File: config.mk
export PLATFORM = sky130hd
export DESIGN_NAME = bfot_tally
export DESIGN_NICKNAME = d
export VERILOG_FILES = /design/src/sv/bfot_pkg.sv /design/src/sv/bfot_tally.sv
export VERILOG_INCLUDE_DIRS = /design/src /design/src/sv
export SDC_FILE = /design/constraint.sdc
export NUM_CORES = 1
export LEC_CHECK = 0
export BUFFER_PORTS_ARGS = -buffer_cell sky130_fd_sc_hd__buf_2
export CAP_MARGIN = 40
export CORE_AREA = 3 3 75 77
export DETAILED_ROUTE_END_ITERATION = 8
export DIE_AREA = 0 0 78 80
export PLACE_DENSITY_LB_ADDON = 0.1
export REMOVE_ABC_BUFFERS = 1
export SYNTH_ARGS = -nofsm -noshare
export SYNTH_HDL_FRONTEND = slang
export SYNTH_SLANG_ARGS = --single-unit
File: constraint.sdc
create_clock -name aclk -period 3.9 [get_ports aclk]
set_clock_uncertainty 0.15 [all_clocks]
set_input_delay 0.78 -clock aclk [delete_from_list [all_inputs] [get_ports aclk]]
set_output_delay 0.78 -clock aclk [all_outputs]
set_load 0.1 [all_outputs]
File: src/sv/byte_fifo_with_overflow_tally_defines.svh
// Assertion helpers used by bfot_tally.
`ifndef BYTE_FIFO_WITH_OVERFLOW_TALLY_DEFINES_SVH
`define BYTE_FIFO_WITH_OVERFLOW_TALLY_DEFINES_SVH

// Checked only while reset is released.
`define BFOT_ASSERT(name, clk, rst_n, prop, msg) \
    name: assert property (@(posedge clk) disable iff (!rst_n) prop) else $error(msg);

// Checked on every edge, reset included.
`define BFOT_ASSERT_ALWAYS(name, clk, prop, msg) \
    name: assert property (@(posedge clk) prop) else $error(msg);

`endif

File: src/sv/bfot_pkg.sv
package bfot_pkg;

    localparam int DATA_W  = 8;
    localparam int CAP_W   = 11;
    localparam int TALLY_W = 32;
    localparam int CAP_RESET = 16;

    typedef enum logic [1:0] {
        OP_PUSH   = 2'd0,
        OP_POP    = 2'd1,
        OP_CLEAR  = 2'd2,
        OP_STATUS = 2'd3
    } opcode_t;

    // Overflow tally control, one step per transfer.
    typedef struct packed {
        logic clear;
        logic push_ok;
        logic push_refused;
        logic cont;
    } tally_ctl_t;

    // Result word, read_data in the lowest bits.
    typedef struct packed {
        logic [6:0]         pad;
        logic [TALLY_W-1:0] overflow_count;
        logic               is_full;
        logic               is_empty;
        logic [CAP_W-1:0]   free_count;
        logic [CAP_W-1:0]   queued_count;
        logic [DATA_W-1:0]  back_byte;
        logic [DATA_W-1:0]  front_byte;
        logic               push_accepted;
        logic [DATA_W-1:0]  read_data;
    } result_t;

    localparam int OUT_TDATA_W = $bits(result_t);

endpackage

File: src/sv/bfot_tally.sv
`include "byte_fifo_with_overflow_tally_defines.svh"

module bfot_tally
    import bfot_pkg::*;
(
    input  logic               aclk,
    input  logic               aresetn,
    input  tally_ctl_t         ctl,
    output logic [TALLY_W-1:0] total_next
);

    logic [TALLY_W-1:0] total_reg;
    logic               flag_reg;
    logic               flag_next;

    always_comb begin
        total_next = total_reg;
        flag_next  = flag_reg;
        if (ctl.clear) begin
            total_next = '0;
            flag_next  = 1'b0;
        end else if (ctl.push_refused) begin
            // one event per burst, however many bytes it loses
            if (!(ctl.cont && flag_reg)) begin
                if (total_reg != {TALLY_W{1'b1}}) begin
                    total_next = total_reg + 1'b1;
                end
                flag_next = 1'b1;
            end
        end else if (ctl.push_ok && !ctl.cont) begin
            flag_next = 1'b0;
        end
    end

    always_ff @(posedge aclk) begin
        if (!aresetn) begin
            total_reg <= '0;
            flag_reg  <= 1'b0;
        end else begin
            total_reg <= total_next;
            flag_reg  <= flag_next;
        end
    end

    `BFOT_ASSERT(a_tally_sat, aclk, aresetn, (total_reg == {TALLY_W{1'b1}} && !ctl.clear) |=> (total_reg == {TALLY_W{1'b1}}), "tally left saturation")
    `BFOT_ASSERT(a_tally_clear, aclk, aresetn, ctl.clear |=> (total_reg == '0 && !flag_reg), "clear did not zero tally")
    `BFOT_ASSERT(a_tally_step, aclk, aresetn, !ctl.clear |=> (total_reg == $past(total_reg) || total_reg == TALLY_W'($past(total_reg) + 1'b1)), "tally moved by more than one")
    `BFOT_ASSERT(a_tally_burst, aclk, aresetn, (ctl.push_refused && ctl.cont && flag_reg && !ctl.clear) |=> $stable(total_reg), "burst counted twice")

endmodule

# After elaboration in Yosys (flattened, before gate mapping)
# Index checks and enable logic that the tools add are counted.
[word_totals]
ff_bits = 33
inputBits = 6
out_inout_bits = 32
[op_classes]
addsub = 1
eq_ne = 2
mux = 7
bitwise = 1
n_reduce_logical = 6
[op_table]
columns = ["op", "count"]
rows = [
  ["$mux 32", 4],
  ["$add 32x1->32 const B", 1],
  ["$ne 32x32->1 const B", 1],
  ["$mux 1", 3],
  ["$logic_and 1x1->1", 2],
  ["$ne 2x2->1 const B", 1],
  ["$reduce_and 2->1", 1],
  ["$reduce_bool 2->1", 1],
  ["$reduce_or 2->1", 1],
  ["$logic_not 1->1", 1],
  ["$not 1->1", 1],
]

# Logic depth before layout (Yosys ltp)
[logic_depth]
ltp_word = 5
depth_mapped = 8

# Least setup slack after synthesis
# Ideal clock, no wire load.
[synth_timing]
path_kind = "input -> output"
startpoint = "input port ctl[1] (netlist bit)"
endpoint = "output port total_next[29]"
arrival_ns = 3.557
t_required_ns = 2.970
setup_slack_ns = -0.587
stages = 6
path_buffers = 1
path_cell_list = "a21boi_4 and4_4 nand2_2 buf_6 or4_1 a21oi_1"
[synth_between]
elab_chain_cells = 2
[synth_rtl]
columns = ["item", "line_no", "source"]
rows = [
  ["from (decl)", "bfot_tally.sv:8", "input tally_ctl_t ctl,"],
  ["$mux 32", "bfot_tally.sv:22", "end else if (ctl.push_refused) begin"],
  ["$mux 32", "bfot_tally.sv:19", "if (ctl.clear) begin"],
  ["to (decl)", "bfot_tally.sv:9", "output logic [TALLY_W-1:0] total_next"],
]
# No other way between the ends.

# Worst setup path in the final report
[layout_timing]
startpoint = "register total_reg[0]"
endpoint = "output port total_next[26]"
[layout_between]
elab_chain_cells = 5
[layout_rtl]
columns = ["item", "line_no", "source"]
rows = [
  ["from (decl)", "bfot_tally.sv:12", "logic [TALLY_W-1:0] total_reg;"],
  ["from (signal assigned)", "bfot_tally.sv:40", "total_reg <= total_next;"],
  ["$add 32x1->32 or $ne 32x32->1 (tied branches)", "bfot_tally.sv:26, bfot_tally.sv:25", ""],
  ["$mux 32 *", "bfot_tally.sv:25", "if (total_reg != {TALLY_W{1'b1}}) begin"],
  ["$mux 32 *", "bfot_tally.sv:24", "if (!(ctl.cont && flag_reg)) begin"],
  ["$mux 32 *", "bfot_tally.sv:22", ""],
  ["$mux 32 *", "bfot_tally.sv:19", ""],
]
# Mark *: on every way between the ends. The rest lies on a longest branch, timed or not.

==> key figures <==
Global routing
  – Most used routing layer: met2
  – Met3 capacity usage during global routing: under 10%
  – Number of antenna violations at the first check in global routing: 0
  – GR Overflow Total: 0
  – Pin count of the biggest net entering global routing: 39
  – Vias in the first global route: 1875
  – Met1 capacity usage during global routing: 24.8%
  – Gr usage total: 17.7%
  – Wire length of the first global-routing pass: about 9000 microns
  – GR Layer Usage met2: 26.5%

Clock tree
  – Clock root cell: sky130_fd_sc_hd__clkbuf_8
  – CTS tree: yes
  – Clock network latency to the later pin of the worst-skew pair: 290 ps
  – Quantity of hold-fixing buffers added after cts: 0
  – Num Clock Sinks: 33
  – Post-cts resize count: 0
  – Maximum level of the CTS H-tree: 2
  – Maximum number of buffers from clock root to sink: 2
  – Cts bufs inserted: 5
  – Register clock-pin slew on the reported worst setup and hold paths: 60 ps
  – Post-CTS repair timing setup buffer count: 0

Timing
  – Final-layout worst hold slack: 343 ps
  – Fmax: ~0.27 GHz
  – Final hold violation count: 0
  – Crit path setup slack, layout: around 220 ps
  – Headroom to the max-slew limit: 54.4%
  – Share of the clock period used by the worst path: 94.4%
  – Total of endpoints with negative setup slack in the final report: 0
  – Measured slew at the worst slew-check pin: 683 ps
  – Number of pins with negative max-slew slack in the final report: 0
  – Clock period minus final worst setup slack: around 3700 ps
  – Setup repair after global routing missed its margin: no

Detailed routing
  – Detailed-router iteration count before antenna repair: 4
  – Initial DRC count: ~150
  – Drt drc: 0
  – Routed wire length: between 5000 and 6000 microns
  – Routed vias: 2078
  – Post-DR vias/cell: ~5.6
  – Remaining antenna violation count: 0
  – Post-detailed-route wirelength per cell: 13.9 microns

Power
  – Worst IR Drop VDD: around 160 uV
  – Internal Power: 476 uW
  – Seq pwr share: 53.4%
  – Power density over cell area: 245 nW/um^2
  – Net switching fraction of the power: 25.1%
  – Combinational power share: 6.9%
  – Lkg Pwr: 0.000913 uW
  – Portion of total power attributed to the clock network: between 30% and 40%
  – Reported net switching power: 160 uW

Setup path
  – Critical-path cell with the highest stage delay: sky130_fd_sc_hd__buf_2
  – Data arrival time of the critical path: 2750 ps
  – Reg-to-reg slack, setup: approximately 1700 ps
  – Required time of the critical path: 2970 ps
  – Worst setup path class: flop to output port
  – CP delay by family, top: simple AND/OR/NAND/NOR gates
  – Maximum cell stage delay along the critical path: 450 ps
  – Buffers plus inverters on the worst setup path: 1
  – Worst Setup Start Kind: flop
  – Crit path cell chain: ha_1 > and2_1 > and4_1 > o2111ai_4 > or3_1 > a21oi_1 > buf_2
  – Critical Path Sink Type: output port
  – Biggest fanout along the worst timing path: 10

Synthesis
  – Number of standard cells after synthesis: between 200 and 300
  – Cell type with the highest aggregate area in the netlist: sky130_fd_sc_hd__dfxtp_1
  – Proportion of synthesized chip area in sequential cells: a little under a third
  – Flops & latches, synth: 33
  – Average footprint of a synthesized cell: 7.96 sq um
  – Post-synth EDFFs: 0
  – Area fraction of the dominant cell type after synthesis: 31.0%
  – Post-synthesis instance area: 2130 sq um
  – Top FF cell, synth: sky130_fd_sc_hd__dfxtp_1
  – Total number of yosys warnings: 0
  – Most common cell in the synthesized netlist: sky130_fd_sc_hd__a21oi_1
  – Top cell types by occurrence after synthesis: sky130_fd_sc_hd__a21oi_1, sky130_fd_sc_hd__dfxtp_1, sky130_fd_sc_hd__nor2_1, sky130_fd_sc_hd__nand2_1, sky130_fd_sc_hd__o21ai_0
  – Distinct cell type count after synthesis: 42
  – Async set-or-reset flop fraction in the synthesized netlist: 0%
  – Top area cells in the synthesized netlist: sky130_fd_sc_hd__dfxtp_1, sky130_fd_sc_hd__a21oi_1, sky130_fd_sc_hd__nor2_1, sky130_fd_sc_hd__o31ai_1, sky130_fd_sc_hd__or4_1

Cells and area
  – Total area of sequential cells: 661 sq um
  – Layout net count: roughly 310
  – Fraction of final layout cells with drive strength greater than 1: 20.5%
  – Count of inserted antenna diode cells: 0
  – Utilization after layout: 51.2%
  – Number of flip-flops in the largest register: 32
  – Area taken by multi-input logic gates: 1390 sq um
  – Layout area overhead: 21.8%
  – Fillcell total: about 500

Place
  – Final RePlAce weighted congestion: between 0.7 and 0.8
  – Detailed placement HPWL: 3530 microns
  – Port-buffer cells: 37
  – Post-placement setup slack: 374 ps

Floorplan
  – Overall die width: 78 microns
  – Number of primary I/O pins: 38
  – Effective utilization at floorplan: 42.0%
  – Area of the placeable core: between 5000 and 6000 sq um
  – Core Rows: 26
  – Overall die height: ~80 microns
  – Area of the die: 6240 sq um

Job
  – Max-Cap Viols: 0

Run status
  – Run status: finished clean

Min path
  – Class of the tightest hold or removal check: flop to flop
cell families (layout without fill, tap and decap cells):
group	Yosys count	after routing	share of synthesized area, %
AOI/OAI and AO/OA	68	68	20.8
xor gates and xnor gates	7	7	2.88
adders and majority gates	1	1	0.587
buffers and inverters	17	52	4.34
DFF	33	33	31.0
muxes	10	10	5.11
and+or+nand+nor	132	132	35.3
per-layer routing:
metal	up-vias	routed length, microns
met1	951	2590
li1	1058	-
met5	-	0
met3	6	331
met2	63	2210
met4	0	61
final cells by class:
class	instances	area share, %
tap	70	3.37
multi-input combinational	218	53.4
timing repair buffer	42	14.4
inverter	2	0.289
sequential	33	25.4
clock buffer	8	3.08
worst reg2reg max path, cell delays in order (launching register included):
cell and delay [ps]:
sky130_fd_sc_hd__dfxtp_1 380, sky130_fd_sc_hd__ha_1 230, sky130_fd_sc_hd__and2_1 190, sky130_fd_sc_hd__nand4_1 260, sky130_fd_sc_hd__o31ai_4 560, sky130_fd_sc_hd__mux2i_1 280
sky130_fd_sc_hd__nor2_1 60
power by group through the flow:
stage               clock network, uW  logic (uW)  registers [uW]
finish                            252        44.1             339
global route                      278        48.5             339
CTS                               257        44.2             339
detailed placement                  0        44.2             347
global placement                    0        43.7             347
floorplan                           0        25.6             347
through the flow:
stage / setup TNS, ps / cell area, sq um / total power, uW / cells
finish: 0 / 2600 / 636 / 373
global route: 0 / 2600 / 665 / 373
CTS: 0 / 2590 / 641 / 373
detailed placement: 0 / 2510 / 391 / 365
global placement: 0 / 2510 / 391 / 365
floorplan: -6150 / 2050 / 372 / 253
cell usage in the layout, fill, tap and decap left out, drive strengths merged:
master   count
buf         42
a21oi       34
dfxtp       33
nor2        27
nand2       22
o21ai       13
o31ai       12
and2        11
or4         11
nand3       10
or3          9
nand4        9
clkbuf       8
and3         7
nand2b       7
and4         7
xor2         6
mux2i        6
nor3         6
nor2b        5
mux2         4
o2111ai      4
inv          2
a21boi       1
o211a        1
o22ai        1
o31a         1
o311ai       1
xnor2        1
nor4         1
ha           1
worst paths after layout:
check	start	to	cells past startpoint
worst min-delay path	total_reg[31]	total_reg[31]	2
worst max-delay path	total_reg[0]	total_next[26]	7
worst min register to register	total_reg[31]	total_reg[31]	2
worst max register to register	total_reg[0]	total_reg[1]	6
(Power assumes the default switching activity.)
